File: src/hdl/efn_pkg.sv
// Shared constants, coefficients and types for the EEG filter and normalizer.
`timescale 1ns / 1ps
`default_nettype none
package efn_pkg;

    localparam int WINDOW_DEPTH = 256;

    // Widths of the shared serial units
    localparam int MUL_W   = 36;
    localparam int DIV_NW  = 64;
    localparam int DIV_DW  = 34;
    localparam int SQRT_W  = 32;
    localparam int CFG_IDX_W = 2;

    // Filter coefficients, Q2.28 magnitudes; signs live in the term table
    localparam logic [MUL_W-1:0] NT_B0 = 36'd260248175;
    localparam logic [MUL_W-1:0] NT_B1 = 36'd510591081;
    localparam logic [MUL_W-1:0] NT_A2 = 36'd252087737;
    localparam logic [MUL_W-1:0] HP_B  = 36'd257805412;
    localparam logic [MUL_W-1:0] HP_A  = 36'd247175368;
    localparam logic [MUL_W-1:0] LP_B  = 36'd12562779;
    localparam logic [MUL_W-1:0] LP_A  = 36'd243309897;

    localparam int FRAC = 28;
    localparam logic signed [65:0] ROUND_HALF = 66'sd134217728;

    localparam logic [62:0] SPREAD_MAX = 63'h4000_0000_0000_0000;
    localparam logic [47:0] VAR_MAX    = 48'hFFFF_FFFF_FFFF;
    localparam logic [16:0] RES_ONE    = 17'd65536;

    localparam logic [30:0] INPUT_LIMIT_RST = 31'd65536000;
    localparam logic [30:0] MIN_SPAN_RST    = 31'd6554;

    typedef enum logic [CFG_IDX_W-1:0] {
        CFG_INPUT_LIMIT = 2'd0,
        CFG_MIN_SPAN    = 2'd1
    } cfg_idx_t;

endpackage
`default_nettype wire

File: src/hdl/efn_mul.sv
// Bit-serial unsigned shift-add multiplier, one multiplier bit per cycle.
`timescale 1ns / 1ps
`default_nettype none
module efn_mul #(
    parameter int W = efn_pkg::MUL_W
) (
    input  wire logic           aclk,
    input  wire logic           aresetn,
    input  wire logic           start,
    input  wire logic [W-1:0]   a,
    input  wire logic [W-1:0]   b,
    output logic                done,
    output logic [2*W-1:0]      p
);
    localparam int CNT_W = $clog2(W);

    logic [W-1:0]     a_reg, b_reg;
    logic [2*W-1:0]   p_reg;
    logic [CNT_W-1:0] cnt_reg;
    logic             busy_reg, done_reg;
    logic [W:0]       sum;

    assign sum  = {1'b0, p_reg[2*W-1:W]} + {1'b0, (b_reg[0] ? a_reg : {W{1'b0}})};
    assign done = done_reg;
    assign p    = p_reg;

    always_ff @(posedge aclk) begin
        if (!aresetn) begin
            busy_reg <= 1'b0;
            done_reg <= 1'b0;
            cnt_reg  <= '0;
        end else begin
            done_reg <= 1'b0;
            if (start) begin
                a_reg    <= a;
                b_reg    <= b;
                p_reg    <= '0;
                cnt_reg  <= '0;
                busy_reg <= 1'b1;
            end else if (busy_reg) begin
                p_reg   <= {sum, p_reg[W-1:1]};
                b_reg   <= b_reg >> 1;
                cnt_reg <= cnt_reg + 1'b1;
                if (cnt_reg == CNT_W'(W - 1)) begin
                    busy_reg <= 1'b0;
                    done_reg <= 1'b1;
                end
            end
        end
    end
endmodule
`default_nettype wire

File: config.mk
export PLATFORM = sky130hd
export DESIGN_NAME = efn_mul
export DESIGN_NICKNAME = d
export VERILOG_FILES = /design/src/hdl/efn_pkg.sv /design/src/hdl/efn_mul.sv
export SDC_FILE = /design/constraint.sdc
export NUM_CORES = 1
export LEC_CHECK = 0
export BUFFER_PORTS_ARGS = -buffer_cell sky130_fd_sc_hd__buf_2
export CAP_MARGIN = 20
export CORE_UTILIZATION = 30
export CTS_BUF_LIST = sky130_fd_sc_hd__clkbuf_8
export CTS_CLUSTER_DIAMETER = 80
export DETAILED_ROUTE_END_ITERATION = 10
export PLACE_DENSITY_LB_ADDON = 0.3
export SLEW_MARGIN = 0
export SYNTH_ARGS = -nofsm -noshare
export SYNTH_HDL_FRONTEND = slang
export SYNTH_SLANG_ARGS = --single-unit
export TNS_END_PERCENT = 30
File: constraint.sdc
create_clock -name aclk -period 7.08 [get_ports aclk]
set_input_delay 1.062 -clock aclk [delete_from_list [all_inputs] [get_ports aclk]]
set_output_delay 1.062 -clock aclk [all_outputs]
set_load 0.01 [all_outputs]
Yosys cells after proc, flatten, opt, wreduce, memory -nomap -nowiden

Cells that the tools add are included.

Add/subtract/negate cells: 2
Equal/unequal tests: 1
Muxes and demuxes: 8
Bitwise logic cells: 2
Reduce and logical (&&, ||, !) cells: 5

Operator list:

| operator            | count |
|---|---|
| $mux 36             | 3 |
| $mux 72             | 1 |
| $add 36x36->37      | 1 |
| $add 6x1->6 const B | 1 |
| $eq 6x6->1 const B  | 1 |
| $mux 1              | 4 |
| $reduce_and 2->1    | 2 |
| $reduce_or 3->1     | 1 |
| $not 1->1           | 2 |
| $reduce_bool 2->1   | 1 |
| $reduce_or 2->1     | 1 |

Flip-flop bits (word level): 152
Input port bits: 75
Output and inout port bits: 73
Word-level logic and storage cells: 24

Logic depth before layout (Yosys ltp)

Depth after elaboration: 4
Gate-level depth with buffers: 11
Gate-level depth less buffers: 10

Worst setup path before layout

OpenSTA, ideal clock, no wires.

Path type: input to register
Start: in start
End: reg b_reg[0] (enable)
Library setup time: 476 ps
Arrival time: 3,813 ps
Data required time: 6,604 ps
Slack: 2,791 ps
Stages: 2
Buffers on the path: 1
Cell sequence: clkbuf_1 > o21a_1

Word-level cells in the longest chain between the ends: 2

RTL lines:

| item                        | line          | text |
|---|---|---|
| start: declaration          | efn_mul.sv:9  | `input wire logic start,` |
| $reduce_bool 2->1 (no line) | -             |  |
| $reduce_and 2->1 (no line)  | -             |  |
| end signal: assignment      | efn_mul.sv:42 | `b_reg <= b_reg >> 1;` |
| end: declaration            | efn_mul.sv:17 | `logic [W-1:0] a_reg, b_reg;` |

Every way passes these cells.
A chain may end at the register's enable or synchronous reset.

Worst setup path in the final report

Start: reg b_reg[0]
End: reg p_reg[69], in the netlist p[69], data pin

Word-level cells in the longest chain between the ends: 3

RTL lines:

| item                   | line          | text |
|---|---|---|
| $mux 36                | efn_mul.sv:23 | `assign sum = {1'b0, p_reg[2*W-1:W]} + {1'b0, (b_reg[0] ? a_reg : {W{1'b0}})};` |
| $add 36x36->37         | efn_mul.sv:23 |  |
| $mux 72                | efn_mul.sv:40 | `end else if (busy_reg) begin` |
| end signal: assignment | efn_mul.sv:41 | `p_reg <= {sum, p_reg[W-1:1]};` |
| end: declaration       | efn_mul.sv:18 | `logic [2*W-1:0] p_reg;` |

Every way passes these cells. The select of a mux whose other input is x is not followed.

==> summary.txt <==
Status
  – Status: completed

Synth
  – Mean area per synthesized cell: 12.6 um2
  – FF+latch count, synth: 152
  – Unique masters post-synth: 76
  – Register area share after synthesis: 56.8%
  – YS warnings: 0
  – Synth Flop Type: edfxtp_1
  – Synthesized instance count: 628
  – Synthesized area: 7890 um2
  – Post-synthesis async set-or-reset flop share: 0%
  – Net Count, Synth: 741
  – Post-synth EDFFs: 144

Layout
  – Total Nets Final: 884
  – Most frequent cells in the layout: buf_2, edfxtp_1, nor2_1
  – Layout cells sized above 1: 31.8%
  – Layout area overhead: 18.5%
  – Commonest non-fill, non-tap cell in the layout: buf_2
  – Largest register FFs: 72
  – Post-layout instance count excluding filler cells: 1,114
  – Antenna fix cells: 0
  – Fin util: 36.7%

Die
  – I/O pin count: 148
  – Die Wd: 164 um
  – Core ar.: 25,500 um2
  – Die height: 164 um
  – Row cnt: 58
  – Die area: 27,000 um2
  – Initial Utilization: 31.0%

Critical path
  – Worst EP required: 7.29 ns
  – Worst path max stage delay: 0.97 ns
  – Crit-path cells: and2_1 > ha_1 > and3_1 > a22o_1 > a221o_1 > a211oi_4 > o21ai_2 > a21oi_2 > mux2_4
  – WP data arrival: 3.83 ns
  – Crit path buffers/inverters: 0
  – Worst Path Max Fanout: 36
  – FF-to-FF setup slack: 3.46 ns
  – CP max stage cell: edfxtp_1
  – Crit start category: flop
  – Critical path endpoint category: flop
  – Crit Path Class: reg2reg
  – Crit path max-delay family: compound AO/OA/AOI/OAI gates

Global routing
  – First-pass GRT wire length: 29.1 mm
  – GRT Residual Overflow: 0
  – Number of global-route vias before repair: 5,455
  – Largest net degree at the start of global routing: 80
  – Initial antenna violation count: 0
  – Global Route Usage Sum: 14.0%

Clocking
  – CTS Sinks: 152
  – CTS Buffer Depth: 2
  – Setup bufs post-CTS: 0
  – CTS tree: done
  – CTS Buf Count: 17
  – CTS resizes: 0
  – H-tree lvl count: 4
  – Skew-Pair Late Insertion Delay: 0.46 ns
  – Hold bufs inserted after CTS: 0
  – Root Buffer: clkbuf_8
  – CTS clock-pin slew for the worst setup and hold paths: 0.10 ns

Detailed routing
  – Final wirelength: 18.1 mm
  – 1st-pass router iterations: 4
  – DRC: 0
  – Vias: 5,319
  – Mean number of vias per cell: 4.77
  – Drt wl/cell: 16.3 um
  – Remaining antenna violation count: 0
  – DRT iter0 DRCs: 332

Min path
  – Worst Hold Class: reg2reg

Place
  – IO Port Bufs: 147
  – Final GP Congestion: 0.885
  – # placed instances: 1,082
  – Post-DP HPWL: 12.7 mm

STA
  – RSZ-0062 raised after global routing: false
  – Final TNS setup: 0 ns
  – Final period util: 51.1%
  – Slew headroom: 32.3%
  – Fmax: 277 MHz
  – Fin crit period: 3.62 ns
  – Final setup violation count: 0
  – Hold Fails Final Rpt: 0
  – Worst Tran Pin Value: 1.02 ns
  – Final max-slew violation count: 0
  – Skew final: 0.0148 ns

Pwr
  – Max IR drop VDD: 0.0000891 V
  – Pwr Density: 236 nW/um2
  – Total power: 2.20 mW
  – Leak: 3.71 nW

Job
  – Max Cap Viol: 0
report_power, final:
part	total, mW	switching [mW]	internal [mW]
sequential	1.09	0.0291	1.06
clock	0.716	0.388	0.329
combinational	0.395	0.225	0.170
worst paths after layout:
check	end	cells after the start	startpoint
hold / removal	cnt_reg[5]$_SDFFE_PP0P_	2	cnt_reg[5]$_SDFFE_PP0P_
setup / recovery	p[69]$_SDFFCE_PP0P_	9	b_reg[0]$_DFFE_PP_
hold reg to reg	cnt_reg[5]$_SDFFE_PP0P_	2	cnt_reg[5]$_SDFFE_PP0P_
setup reg to reg	p[69]$_SDFFCE_PP0P_	9	b_reg[0]$_DFFE_PP_
metrics by stage:
stage / cell area [um2] / hold WS [ns] / worst slack (ns)
CTS: 9350 / 0.500 / 3.33
floorplan: 7890 / 0.454 / 2.79
finish: 9350 / 0.495 / 3.46
detailed placement: 8930 / 0.484 / 3.35
global placement: 8930 / 0.471 / 3.52
global route: 9350 / 0.535 / 3.17
cells in the mapped netlist, drive strengths merged, types with 2 or more instances:
library cell,number,area (um2)
edfxtp,144,4320
nor2,51,191
nor2b,46,288
and2,41,260
mux2,41,469
ha,37,463
a21oi,34,178
nand2,26,97.6
o21ai,19,98.8
a21o,18,136
clkbuf,18,88.8
xor2,14,123
xnor2,11,104
and3,10,68.8
nand3,9,50.1
nor3,9,45.0
dfxtp,8,160
a211oi,7,70.1
a31oi,7,43.8
buf,7,40.0
nand4,7,43.8
o21a,7,52.6
inv,6,22.5
o21bai,5,37.5
nand2b,4,25.0
a21boi,3,22.5
and4,3,27.5
o211ai,3,27.5
o31ai,3,27.5
a2111oi,2,36.3
a221o,2,20.0
a41o,2,31.3
a41oi,2,17.5
and2b,2,16.3
and4b,2,20.0
or3,2,13.8
area by class of cell:
cell class / instances / area (um2)
repair buffers: 150 / 761
fillers: 2515 / 16100
inverters: 6 / 22.5
multi-input cells: 444 / 3250
clock inverters: 15 / 183
flip-flops and latches: 152 / 4480
clock buffers: 17 / 234
well taps: 330 / 413
tightest hold or removal path: cells and delay by family (launching register included):
kind            cells  cell delay [ns]
flops               1             0.33
compound gates      2             0.13
cell families after synthesis:
logic type	Yosys count	share of synthesized area [%]
buf+inv	32	2.03
flops	152	56.8
mux	42	6.07
xor+xnor	25	2.87
fa+ha+maj	38	6.12
simple gates	216	14.9
compound gates	123	11.1
metal layers:
layer	up-vias	part of all wire (%)	global-route usage, %
met4	0	1.5	4.71
met3	17	5.0	3.84
li1	2640	-	-
met5	-	0	0
met2	123	45	21.5
met1	2539	48	19.0
No activity file was read; power rests on OpenSTA's default activity.
