===== src/hdl/efn_pkg.sv =====
// Shared constants, coefficients and types for the EEG filter and normalizer.
`timescale 1ns / 1ps
`default_nettype none
package efn_pkg;

    localparam int WINDOW_DEPTH = 256;

    // Widths of the shared serial units
    localparam int MUL_W   = 36;
    localparam int DIV_NW  = 64;
    localparam int DIV_DW  = 34;
    localparam int SQRT_W  = 32;
    localparam int CFG_IDX_W = 2;

    // Filter coefficients, Q2.28 magnitudes; signs live in the term table
    localparam logic [MUL_W-1:0] NT_B0 = 36'd260248175;
    localparam logic [MUL_W-1:0] NT_B1 = 36'd510591081;
    localparam logic [MUL_W-1:0] NT_A2 = 36'd252087737;
    localparam logic [MUL_W-1:0] HP_B  = 36'd257805412;
    localparam logic [MUL_W-1:0] HP_A  = 36'd247175368;
    localparam logic [MUL_W-1:0] LP_B  = 36'd12562779;
    localparam logic [MUL_W-1:0] LP_A  = 36'd243309897;

    localparam int FRAC = 28;
    localparam logic signed [65:0] ROUND_HALF = 66'sd134217728;

    localparam logic [62:0] SPREAD_MAX = 63'h4000_0000_0000_0000;
    localparam logic [47:0] VAR_MAX    = 48'hFFFF_FFFF_FFFF;
    localparam logic [16:0] RES_ONE    = 17'd65536;

    localparam logic [30:0] INPUT_LIMIT_RST = 31'd65536000;
    localparam logic [30:0] MIN_SPAN_RST    = 31'd6554;

    typedef enum logic [CFG_IDX_W-1:0] {
        CFG_INPUT_LIMIT = 2'd0,
        CFG_MIN_SPAN    = 2'd1
    } cfg_idx_t;

endpackage
`default_nettype wire


===== src/hdl/efn_div.sv =====
// Restoring unsigned divider, one quotient bit per cycle.
`timescale 1ns / 1ps
`default_nettype none
module efn_div #(
    parameter int NW = efn_pkg::DIV_NW,
    parameter int DW = efn_pkg::DIV_DW
) (
    input  wire logic          aclk,
    input  wire logic          aresetn,
    input  wire logic          start,
    input  wire logic [NW-1:0] n,
    input  wire logic [DW-1:0] d,
    output logic               done,
    output logic [NW-1:0]      q
);
    localparam int CNT_W = $clog2(NW);

    logic [NW-1:0]    q_reg;
    logic [DW-1:0]    r_reg, d_reg;
    logic [CNT_W-1:0] cnt_reg;
    logic             busy_reg, done_reg;
    logic [DW:0]      trial, r_next;
    logic             ge;

    assign trial  = {r_reg, q_reg[NW-1]};
    assign ge     = trial >= {1'b0, d_reg};
    assign r_next = ge ? trial - {1'b0, d_reg} : trial;
    assign done   = done_reg;
    assign q      = q_reg;

    always_ff @(posedge aclk) begin
        if (!aresetn) begin
            busy_reg <= 1'b0;
            done_reg <= 1'b0;
            cnt_reg  <= '0;
        end else begin
            done_reg <= 1'b0;
            if (start) begin
                q_reg    <= n;
                d_reg    <= d;
                r_reg    <= '0;
                cnt_reg  <= '0;
                busy_reg <= 1'b1;
            end else if (busy_reg) begin
                r_reg   <= r_next[DW-1:0];
                q_reg   <= {q_reg[NW-2:0], ge};
                cnt_reg <= cnt_reg + 1'b1;
                if (cnt_reg == CNT_W'(NW - 1)) begin
                    busy_reg <= 1'b0;
                    done_reg <= 1'b1;
                end
            end
        end
    end
endmodule
`default_nettype wire


===== config.mk =====
export PLATFORM = sky130hd
export DESIGN_NAME = efn_div
export DESIGN_NICKNAME = d
export VERILOG_FILES = /design/src/hdl/efn_pkg.sv /design/src/hdl/efn_div.sv
export SDC_FILE = /design/constraint.sdc
export NUM_CORES = 1
export LEC_CHECK = 0
export BUFFER_PORTS_ARGS = -buffer_cell sky130_fd_sc_hd__clkbuf_2
export CAP_MARGIN = 20
export CORE_ASPECT_RATIO = 1.2
export CORE_MARGIN = 2
export CORE_UTILIZATION = 50
export DETAILED_ROUTE_END_ITERATION = 8
export GPL_ROUTABILITY_DRIVEN = 0
export PLACE_DENSITY_LB_ADDON = 0.3
export SLEW_MARGIN = 15
export SYNTH_ARGS = -nofsm -noshare
export SYNTH_HDL_FRONTEND = slang
export SYNTH_SLANG_ARGS = --single-unit

===== constraint.sdc =====
create_clock -name aclk -period 3.2 [get_ports aclk]
set_input_delay 0.16 -clock aclk [delete_from_list [all_inputs] [get_ports aclk]]
set_output_delay 0.16 -clock aclk [all_outputs]
set_load 0.01 [all_outputs]

; After elaboration in Yosys (flattened, before gate mapping)
; Index checks and enable logic that the tools add are counted.
[word_totals]
reg_bits = 140
[op_classes]
n_eq_ne = 1
muxes = 8
magnitude_cmp = 1
add_sub_neg = 2
n_reduce_logical = 5
n_bitwise = 2
[ops]
columns = cell, n
row1 = $mux 64, 2
row2 = $mux 34, 2
row3 = $ge 35x34->1, 1
row4 = $sub 34x34->34, 1
row5 = $add 6x1->6 const B, 1
row6 = $eq 6x6->1 const B, 1
row7 = $mux 1, 4
row8 = $reduce_and 2->1, 2
row9 = $reduce_or 3->1, 1
row10 = $not 1->1, 2
row11 = $reduce_bool 2->1, 1
row12 = $reduce_or 2->1, 1

; Longest topological paths before layout
[logic_depth]
word_depth = 4
ltp_mapped = 13
ltp_nobuf = 13

; Worst setup path before layout
; No wires, ideal clock.
[synth_path]
path_type = register to register
from = reg busy_reg
to = reg q_reg[0] (netlist: q[0]) (enable)
path_buffers = 1
setup_slack_ps = -85
stages_incl_launch_ff = 3
arrival_ps = 2819
synth_period_minus_slack_ps = 3285
setup_time_ps = 465
path_cell_list = dfxtp_1 -> clkbuf_1 -> o21a_1
[synth_between]
elab_chain_cells = 2
[synth_lines]
columns = item, line_no
row1 = "start, declared", efn_div.sv:21  ; logic busy_reg, done_reg;
row2 = "start signal, assigned", efn_div.sv:33  ; busy_reg <= 1'b0;
row3 = "start signal, assigned", efn_div.sv:43  ; busy_reg <= 1'b1;
row4 = "start signal, assigned", efn_div.sv:49  ; busy_reg <= 1'b0;
row5 = $reduce_bool 2->1 (no line), --
row6 = $reduce_and 2->1 (no line), --
row7 = "end signal, assigned", efn_div.sv:39  ; q_reg <= n;
row8 = "end signal, assigned", efn_div.sv:46  ; q_reg <= {q_reg[NW-2:0], ge};
row9 = "end, declared", efn_div.sv:18  ; logic [NW-1:0] q_reg;
; Every way passes these cells.
; A chain may end at the register's enable or synchronous reset.

; Worst setup path after layout
[layout_path]
from = reg q_reg[63] (netlist: q[63])
to = reg r_reg[30] (data pin)
[layout_between]
elab_chain_cells = 3
word_cells_on_any_way = 4
cone_classes = 1 x add/sub / 1 x order compare / 2 x mux
[layout_lines]
columns = item, line_no
row1 = $sub 34x34->34 or $ge 35x34->1 (tied branches), "efn_div.sv:27, efn_div.sv:26"
row2 = $mux 34 (*), efn_div.sv:27  ; assign r_next = ge ? trial - {1'b0, d_reg} : trial;
row3 = $mux 34 (*), efn_div.sv:44  ; end else if (busy_reg) begin
row4 = "end signal, assigned", efn_div.sv:45  ; r_reg <= r_next[DW-1:0];
row5 = "end, declared", efn_div.sv:19  ; logic [DW-1:0] r_reg, d_reg;
; Mark *: on every way between the ends. The rest lies on a longest branch, timed or not. The select of a mux whose other input is x is not followed.

==> results.toml <==
[global_route]
grt_pass1_vias = 5747
grt_pass1_wl_microns = 26970
antenna_found_initial = 0
grt_start_max_net_pins = 66
grtUsageTotal_pct = 20.99
overflow = 0

[routing]
finalWirelength_microns = 16400
drtAntennaViolNets = 0
routed-via-count = 5531
firstDrtPassIters = 5
drc = 0
drtIter0Drc = 250
wl_per_cell_microns = 15.86
vias_per_cell = 5.349

[setup_path]
cp_top_family = "compound AO/OA/AOI/OAI gates"
end_kind = "flip-flop"
cp_num_buf_inv = 2
cp_cell_sequence = "inv_1 > ha_1 > inv_1 > fa_1 > a21o_1 > nand3_1 > a31oi_4 > o311ai_4 > a21oi_2 > o41ai_2 > xnor2_1 > mux2i_1 > nor2_1"
path_common_cell = "inv_1"
rrSetupSlack_ns = 0.19
crit_end = "r_reg[30]"
cp.arrival_ns = 3.16
path_class = "flip-flop to flip-flop"
crit_start = "q[63]"
timing.rr.start = "q[63]"
cp.depth = 13
ff2ff_path_depth = 13
worstPathMaxFanout = 6
required_ns = 3.35
reg2reg_to = "r_reg[30]"
start_kind = "flip-flop"
critPathSlowestCell = "edfxtp_1"
max_stage_delay_ns = 0.41

[clock_network]
cts_made_buffers = 17
post-cts-setup-buffer-count = 0
cts_tree = "done"
clock_path_buffers = 2
htreeDepth = 4
clock_tree.root_cell = "clkbuf_16"
cts_sinks = 140
clkLatencyLatePin_ns = 0.42
path_clk_slew_ns = 0.07

[cells_and_area]
largest_reg_flops = 64
fin_nets = 954
area_delta_synth_final_pct = 25.95
num_antenna_cells = 0
finalNonFillerCells = 1034
seq_area_sq_um = 4124
fillers = 1194
drive_gt1_share_pct = 34.82
multiInputGateArea_sq_um = 3241

[synth]
synth_top_cell_area_share_pct = 52.06
async_flop_share_pct = 0
yosys-top-cells-area = "edfxtp_1 (52%), mux2_2 (9.5%), ha_1 (5.8%)"
synth_edf_count = 132
yosysUniqueCellTypes = 58
syn_area_sq_um = 7614
ys_warn_count = 0
syn_nets = 756
yosysSeqAreaShare_pct = 54.17
synth.largest_area_cell = "edfxtp_1"
yosysMostFrequentCell = "edfxtp_1"
postSynthCellCount = 619
synth-main-ff-cell = "edfxtp_1"
syn_avg_cell_area_sq_um = 12.30
synth-seq-cells = 140
synth_common_cells = "edfxtp_1 (132), mux2_2 (64), nor2_1 (59)"

[power_and_ir_drop]
p_leak_nw = 4.024
power.density_nw_per_um2 = 565.6
ir_drop_mv = 0.3348

[run]
cap_violations = 0

[floorplan]
dieHeight_microns = 139.2
coreArea_sq_um = 14960
io_pins = 166
initial_utilization_pct = 50.89
placementRows = 49
die_area_sq_um = 16230
die_w_microns = 116.6

[timing]
hold_viol_final = 0
fin_crit_ns = 3.013
slew_viol_final = 0
fin_crit_sh_pct = 94.15
fin_setup_tns_ns = 0
grt_setup_unrepaired = "false"
timing.slew.headroom_pct = 40.14
finClkSkew_ns = 0.007453
layout_setup_ws_ns = 0.1871
fmax_mhz = 331.9
setup_viol = 0
tightest_slew_ns = 0.8979

[place]
pre_cts_ws_ns = 0.03693
dp_cells = 968
port_buffers = 165
dp_hpwl_microns = 11590

[worst_hold_path]
min_path_type = "input pin to flip-flop"

[outcome]
outcome = "complete, no violations"
[worst min path at each step]
stage / startpoint / end / slack [ns] / cells past startpoint
5_1_grt: n[43] / q[43] / 0.02 / 2
2_1_floorplan: d[0] / d_reg[0] / 0.26 / 0
3_5_place_dp: d[17] / d_reg[17] / 0.34 / 1
6_report: n[12] / q[12] / 0.03 / 2
4_1_cts: n[44] / q[44] / 0.02 / 2
3_3_place_gp: d[6] / d_reg[6] / 0.34 / 1
[per-stage QoR]
step / cell area (sq um) / hold WS, ns / power (mW) / util, %
2_1_floorplan: 7615 / 0.2589 / 3.199 / -
5_1_grt: 9589 / 0.02072 / 5.689 / 64.10
3_3_place_gp: 8636 / 0.3403 / 3.463 / 57.73
6_report: 9589 / 0.03320 / 5.424 / 64.10
4_1_cts: 9545 / 0.02117 / 5.452 / 63.81
3_5_place_dp: 8636 / 0.3386 / 3.500 / 57.73
[where the power goes]
part / total, mW / switching [mW] / internal, mW
clock: 1.91 / 0.794 / 1.12
combinational: 1.25 / 0.670 / 0.580
sequential: 2.26 / 0.0713 / 2.19
total: 5.42 / 1.54 / 3.89
[routing by layer]
| metal | vias to the layer above | global-route usage (%) | share of wire [%] |
|---|---|---|---|
| met5 | - | 0 | 0 |
| met2 | 165 | 35.16 | 50 |
| met3 | 18 | 5.857 | 5.4 |
| met1 | 2658 | 25.77 | 43 |
| li1 | 2690 | - | - |
| met4 | 0 | 7.554 | 1.6 |
[kinds of logic (layout without fill, tap and decap cells)]
| group | Yosys count | in the layout | share of synthesized area, % |
|---|---|---|---|
| AOI/OAI and AO/OA | 112 | 112 | 10.50 |
| xor gates and xnor gates | 33 | 33 | 3.796 |
| adders and majority gates | 36 | 36 | 6.015 |
| buffers and inverters | 69 | 280 | 3.944 |
| DFF | 140 | 140 | 54.17 |
| muxes | 93 | 93 | 13.28 |
| and+or+nand+nor | 136 | 136 | 8.299 |
[final cells by class]
class / count / share of cell area, %
clock buffers: 20 / 4.763
clock inverters: 12 / 1.174
inverters: 43 / 1.683
multi-input cells: 410 / 33.79
flip-flops and latches: 140 / 43.01
well taps: 204 / 2.662
repair buffers: 205 / 12.92
[worst reg2reg max path, delay by kind of cell, from the launching register on]
family	cells	cell delay, ns
buffers and inverters	2	0.15
and+or+nand+nor	2	0.19
DFF	1	0.41
AOI/OAI and AO/OA	5	1.17
adders and majority gates	2	0.56
muxes	1	0.15
xor gates and xnor gates	1	0.10
[placed cells by master, fill, tap and decap left out, types with 13 or more instances in the layout]
master / count
mux2_2: 64
a21oi_1: 36
o21ai_0: 13
nand2_1: 25
clkbuf_16: 17
edfxtp_1: 132
nor2_1: 59
clkbuf_2: 164
a21o_1: 14
dlygate4sd3_1: 34
mux2i_1: 29
ha_1: 35
xnor2_1: 25
inv_1: 43
[what timing repair did]
item | 4_1_cts | 5_1_grt
endpoints found under the hold margin | 34 | 0
hold buffers | 34 | 0
setup endpoints to repair | 0 | 4
resized for setup | 0 | 6
Note: power is estimated with default switching activity, not from simulation.
