--- config.mk ---
export PLATFORM = sky130hd
export DESIGN_NAME = efn_sqrt
export DESIGN_NICKNAME = d
export VERILOG_FILES = /design/src/hdl/efn_pkg.sv /design/src/hdl/efn_sqrt.sv
export SDC_FILE = /design/constraint.sdc
export NUM_CORES = 1
export LEC_CHECK = 0
export CAP_MARGIN = 30
export CORE_MARGIN = 1
export CORE_UTILIZATION = 35
export CTS_CLUSTER_DIAMETER = 60
export DETAILED_ROUTE_END_ITERATION = 6
export DONT_BUFFER_PORTS = 1
export PLACE_DENSITY = 0.6
export SLEW_MARGIN = 20
export SYNTH_ARGS = -nofsm -noshare
export SYNTH_HDL_FRONTEND = slang
export SYNTH_SLANG_ARGS = --single-unit
--- constraint.sdc ---
create_clock -name aclk -period 4.81 [get_ports aclk]
set_input_delay 0.2405 -clock aclk [delete_from_list [all_inputs] [get_ports aclk]]
set_output_delay 0.2405 -clock aclk [all_outputs]
set_load 0.02 [all_outputs]
--- src/hdl/efn_pkg.sv ---
// Shared constants, coefficients and types for the EEG filter and normalizer.
`timescale 1ns / 1ps
`default_nettype none
package efn_pkg;

    localparam int WINDOW_DEPTH = 256;

    // Widths of the shared serial units
    localparam int MUL_W   = 36;
    localparam int DIV_NW  = 64;
    localparam int DIV_DW  = 34;
    localparam int SQRT_W  = 32;
    localparam int CFG_IDX_W = 2;

    // Filter coefficients, Q2.28 magnitudes; signs live in the term table
    localparam logic [MUL_W-1:0] NT_B0 = 36'd260248175;
    localparam logic [MUL_W-1:0] NT_B1 = 36'd510591081;
    localparam logic [MUL_W-1:0] NT_A2 = 36'd252087737;
    localparam logic [MUL_W-1:0] HP_B  = 36'd257805412;
    localparam logic [MUL_W-1:0] HP_A  = 36'd247175368;
    localparam logic [MUL_W-1:0] LP_B  = 36'd12562779;
    localparam logic [MUL_W-1:0] LP_A  = 36'd243309897;

    localparam int FRAC = 28;
    localparam logic signed [65:0] ROUND_HALF = 66'sd134217728;

    localparam logic [62:0] SPREAD_MAX = 63'h4000_0000_0000_0000;
    localparam logic [47:0] VAR_MAX    = 48'hFFFF_FFFF_FFFF;
    localparam logic [16:0] RES_ONE    = 17'd65536;

    localparam logic [30:0] INPUT_LIMIT_RST = 31'd65536000;
    localparam logic [30:0] MIN_SPAN_RST    = 31'd6554;

    typedef enum logic [CFG_IDX_W-1:0] {
        CFG_INPUT_LIMIT = 2'd0,
        CFG_MIN_SPAN    = 2'd1
    } cfg_idx_t;

endpackage
`default_nettype wire

--- src/hdl/efn_sqrt.sv ---
// Digit-by-digit integer square root, one root bit per cycle.
`timescale 1ns / 1ps
`default_nettype none
module efn_sqrt #(
    parameter int RW = efn_pkg::SQRT_W
) (
    input  wire logic            aclk,
    input  wire logic            aresetn,
    input  wire logic            start,
    input  wire logic [2*RW-1:0] n,
    output logic                 done,
    output logic [RW-1:0]        root
);
    localparam int CNT_W = $clog2(RW);

    logic [2*RW-1:0]  n_reg;
    logic [RW:0]      rem_reg;
    logic [RW-1:0]    root_reg;
    logic [CNT_W-1:0] cnt_reg;
    logic             busy_reg, done_reg;
    logic [RW+1:0]    rem_sh, trial, rem_next;
    logic             ge;

    assign rem_sh   = {rem_reg[RW-1:0], n_reg[2*RW-1:2*RW-2]};
    assign trial    = {root_reg, 2'b01};
    assign ge       = rem_sh >= trial;
    assign rem_next = ge ? rem_sh - trial : rem_sh;
    assign done     = done_reg;
    assign root     = root_reg;

    always_ff @(posedge aclk) begin
        if (!aresetn) begin
            busy_reg <= 1'b0;
            done_reg <= 1'b0;
            cnt_reg  <= '0;
        end else begin
            done_reg <= 1'b0;
            if (start) begin
                n_reg    <= n;
                rem_reg  <= '0;
                root_reg <= '0;
                cnt_reg  <= '0;
                busy_reg <= 1'b1;
            end else if (busy_reg) begin
                rem_reg  <= rem_next[RW:0];
                root_reg <= {root_reg[RW-2:0], ge};
                n_reg    <= n_reg << 2;
                cnt_reg  <= cnt_reg + 1'b1;
                if (cnt_reg == CNT_W'(RW - 1)) begin
                    busy_reg <= 1'b0;
                    done_reg <= 1'b1;
                end
            end
        end
    end
endmodule
`default_nettype wire

* Yosys cells after proc, flatten, opt, wreduce, memory -nomap -nowiden
Index checks and enable logic that the tools add are counted.
** Storage, ports and cells
- Output and inout port bits :: 33
- Bits of input ports :: 67
- Flip-flop bits (word level) :: 135
** Cells by class
- $add $sub $neg :: 2
- Muxes and demuxes :: 9
- $lt $le $gt $ge :: 1
- Equality and inequality tests :: 1
- Bitwise gates (word level) :: 2
- Reduce and logical (&&, ||, !) cells :: 4
** Operator list (count)
- two-way mux 64 bit :: 2
- two-way mux 32 bit :: 3
- >= comparator 34 bit :: 1
- subtractor 32 bit :: 1
- adder 5 x 1 -> 5 bit, second input constant :: 1
- equality test 5 bit, second input constant :: 1
- two-way mux 1 bit :: 4
- OR reduction 3 bit :: 1
- NOT 1 bit :: 2
- AND reduction 2 bit :: 1
- nonzero test 2 bit :: 1
- OR reduction 2 bit :: 1

* Logic depth before layout (Yosys ltp)
- Depth after elaboration :: 4
- Gate-level depth with buffers :: 13
- Gate-level depth less buffers :: 10

* Worst setup path before layout
Ideal clock, no wire load.
- Path kind :: flip-flop to flip-flop
- Start :: register busy_reg
- End :: register n_reg[0], enable pin
- Data required time :: 4311 ps
- Library setup time :: 499 ps
- Arrival :: 3498 ps
- Setup slack :: 813 ps
- Stages on the path, launching flop included :: 3
- Path buffers :: 1
- Path through :: dfxtp_1 > clkbuf_1 > o21a_1
** On the way
- Word-level cells in the longest chain between the ends :: 2
** Ends and longest elaborated chain
- start, declared :: RTL line efn_sqrt.sv:20 : logic busy_reg, done_reg;
- start signal, assigned :: RTL line efn_sqrt.sv:33 : busy_reg <= 1'b0;
- start signal, assigned :: RTL line efn_sqrt.sv:43 : busy_reg <= 1'b1;
- start signal, assigned :: RTL line efn_sqrt.sv:50 : busy_reg <= 1'b0;
- nonzero test 2 bit (no source line)
- AND reduction 2 bit (no source line)
- end signal, assigned :: RTL line efn_sqrt.sv:39 : n_reg <= n;
- end signal, assigned :: RTL line efn_sqrt.sv:47 : n_reg <= n_reg << 2;
- end, declared :: RTL line efn_sqrt.sv:16 : logic [2*RW-1:0] n_reg;
No other way between the ends.
A chain may end at the register's enable or synchronous reset.

* Worst setup path after layout
- Start :: register root_reg[13] (netlist: root[13])
- End :: register rem_reg[13], data pin
** On the way
- Word-level cells in the longest chain between the ends :: 3
** Ends and longest elaborated chain
- start, declared :: RTL line efn_sqrt.sv:18 : logic [RW-1:0] root_reg;
- start signal, assigned :: RTL line efn_sqrt.sv:46 : root_reg <= {root_reg[RW-2:0], ge};
- >= comparator 34 bit :: RTL line efn_sqrt.sv:26 : assign ge = rem_sh >= trial;
- two-way mux 32 bit :: RTL line efn_sqrt.sv:27 : assign rem_next = ge ? rem_sh - trial : rem_sh;
- two-way mux 32 bit :: RTL line efn_sqrt.sv:44 : end else if (busy_reg) begin
- end signal, assigned :: RTL line efn_sqrt.sv:45 : rem_reg <= rem_next[RW:0];
- end, declared :: RTL line efn_sqrt.sv:17 : logic [RW:0] rem_reg;
No other way between the ends. The select of a mux whose other input is x is not followed.

==> flow_metrics.py <==
metrics = {
    "logic_synthesis": {
        "synth_seq_cells": 135,
        "syn_area_per_cell_um2": 11.4,
        "ys_seq_area_frac": 0.537,
        "yosysTopAreaCell": "edfxtp_1",
        "synth_area_um2": 7420,
        "syn_nets": 753,
        "yosys_warnings": 0,
        "synth_edf_count": 128,
        "ys_types": 58,
        "async_reset_ff_frac": 0,
        "synth_area_leaders": "edfxtp_1 (52%), mux2_2 (9.4%), ha_1 (6.1%)",
        "synth_ff_type": "edfxtp_1",
        "synth_top_area_share": 0.518,
        "syn_inst": 650,
    },
    "clock_network": {
        "tritoncts": "yes",
        "ctsRootBufferMaster": "clkbuf_16",
        "cts_max_path_buffers": 2,
        "cts.sinks": 135,
        "h-tree-depth": 4,
        "postCtsSetupBuffers": 0,
        "ctsResizeCount": 0,
        "hold_buffers": 0,
        "clk_pin_slew_ps": 60,
        "cts_buffers": 17,
        "clk_latency_ps": 420,
    },
    "critical_path": {
        "r2r_start": "root[13]$_SDFFCE_PP0P_",
        "worstSetupPathType": "register to register",
        "arrival_ps": 3960,
        "crit_required_ps": 4980,
        "crit_fanout": 20,
        "setup.worst_path.start": "root[13]$_SDFFCE_PP0P_",
        "regToRegSetupSlack_ps": 1020,
        "end_kind": "register",
        "r2r_end": "rem_reg[13]$_SDFFCE_PP0P_",
        "r2r_cells": 11,
        "critPathLaunchType": "register",
    },
    "detailed_routing": {
        "wl_um": 15500,
        "drc": 0,
        "drtAntennaViolNets": 0,
        "wl_per_cell_um": 16.7,
        "route.vias.total": 4866,
        "firstDrtPassIters": 5,
        "routed_via_density": 5.26,
        "drtIter0Drc": 289,
    },
    "global_route": {
        "grt-ovfl-total": 0,
        "grt_pass1_vias": 5014,
        "grt_pass1_wl_um": 25100,
        "grt_usage": 0.146,
        "antenna_found_initial": 0,
        "grt_max_degree": 131,
    },
    "placement": {
        "placed_cell_area_um2": 7650,
        "dpl.hpwl_um": 10400,
        "port_buffers": 0,
        "routabilityCongestion": 0.866,
    },
    "floorplanning": {
        "dieArea_um2": 21800,
        "chipHeight_um": 148,
        "die_w_um": 148,
        "ios": 100,
        "core_area_um2": 20500,
        "initial_core_util": 0.362,
        "num_rows": 52,
    },
    "run_status": {
        "status": "complete, no violations",
    },
    "power": {
        "p_total_w": 0.00329,
        "power_density_nw_per_um2": 400,
        "p_leak_nw": 3.10,
        "ir_drop_v": 0.000226,
    },
    "timing": {
        "timing.fmax_ghz": 0.264,
        "relSlewSlack": 0.453,
        "period_needed_ps": 3790,
        "rsz0062_at_grt": "false",
        "skew_ps": 7.81,
        "hold_violations": 0,
        "drv_slew": 0,
        "setup_viol": 0,
        "tns_ps": 0,
        "tightest_slew_ps": 821,
        "whs_ps": 25.9,
        "finalCritPeriodShare": 0.788,
    },
    "cells_and_area": {
        "n_antenna_cell": 0,
        "design_area_um2": 8220,
        "layout_common_cells": "edfxtp_1 (128), nand2_1 (65), mux2_2 (62)",
        "seq_area_um2": 3980,
        "fin_nets": 745,
        "drive_gt1_frac": 0.165,
        "mostFrequentLayoutCell": "edfxtp_1",
        "largest_reg_flops": 64,
        "multi_input_area_um2": 3160,
        "area_delta_synth_final_pct": 10.8,
        "fillers": 1948,
    },
    "run": {
        "cap_violations": 0,
    },
    "hold_path": {
        "hp-class": "input pin to register",
        "hold_end": "n_reg[1]$_SDFFCE_PN0P_",
        "hold_path_depth": 1,
        "hold_start": "start",
    },
}
==> cell usage after synthesis, drive strengths merged, types with 7 or more instances <==
cell type / number
o21ai: 16
edfxtp: 128
buf: 10
xor2: 13
nor3: 13
mux2: 62
a21oi: 48
and2: 7
dfxtp: 7
ha: 36
a21o: 21
nand2: 66
nand3: 16
inv: 41
nor2: 52
xnor2: 11
clkbuf: 20
==> critical path, stage by stage (launching register included) <==
cell	delay, ps
edfxtp_1	460
inv_1	100
ha_1	440
a21o_1	240
a311o_1	370
nor3_1	140
nor3b_1	300
o31a_1	320
a21o_1	610
buf_4	350
a31o_2	140
a21oi_1	60
==> per-layer routing <==
layer / vias to the layer above / part of all wire / global-route usage
met5: - / 0 / 0
met4: 0 / 0.015 / 0.0536
li1: 2376 / - / -
met2: 133 / 0.46 / 0.238
met1: 2335 / 0.43 / 0.172
met3: 22 / 0.088 / 0.0583
==> logic make-up (layout without fill, tap and decap cells) <==
family                     Yosys count  after routing  share of synthesized area
adders and majority gates           36             36                     0.0607
buffers and inverters               71             76                     0.0386
DFF                                135            135                      0.537
xor gates and xnor gates            24             24                     0.0283
AOI/OAI and AO/OA                  136            136                      0.127
muxes                               65             65                     0.0982
and+or+nand+nor                    183            183                      0.111
==> area by class of cell <==
cell class              instances  area share
clock buffers                  18      0.0522
clock inverters                14      0.0167
inverters                      41      0.0187
multi-input cells             444       0.384
flip-flops and latches        135       0.485
well taps                     270      0.0411
repair buffers                  3     0.00274
==> worst max path at each step <==
| stage | endpoint | slack [ps] | cells past startpoint |
|---|---|---|---|
| after floorplan | n_reg[0]$_SDFFCE_PN0P_ | 810 | 2 |
| after global placement | rem_reg[13]$_SDFFCE_PP0P_ | 1140 | 11 |
| after detailed placement | rem_reg[13]$_SDFFCE_PP0P_ | 1040 | 11 |
| after CTS | rem_reg[13]$_SDFFCE_PP0P_ | 1000 | 11 |
| after global routing | rem_reg[13]$_SDFFCE_PP0P_ | 610 | 11 |
| final | rem_reg[13]$_SDFFCE_PP0P_ | 1020 | 11 |
==> where the power goes <==
group	switching, W	total [W]	internal (W)
clock	0.000536	0.00126	0.000723
sequential	0.0000603	0.00146	0.00140
combinational	0.000337	0.000575	0.000238
total	0.000933	0.00329	0.00236
==> through the flow <==
| stage | util | instances | setup WS [ps] |
|---|---|---|---|
| 2_1_floorplan | - | 650 | 813 |
| 3_3_place_gp | 0.373 | 893 | 1140 |
| 3_5_place_dp | 0.373 | 893 | 1040 |
| 4_1_cts | 0.401 | 925 | 998 |
| 5_1_grt | 0.401 | 925 | 611 |
| 6_report | 0.401 | 925 | 1020 |
Power figures use the tool's default switching activity.
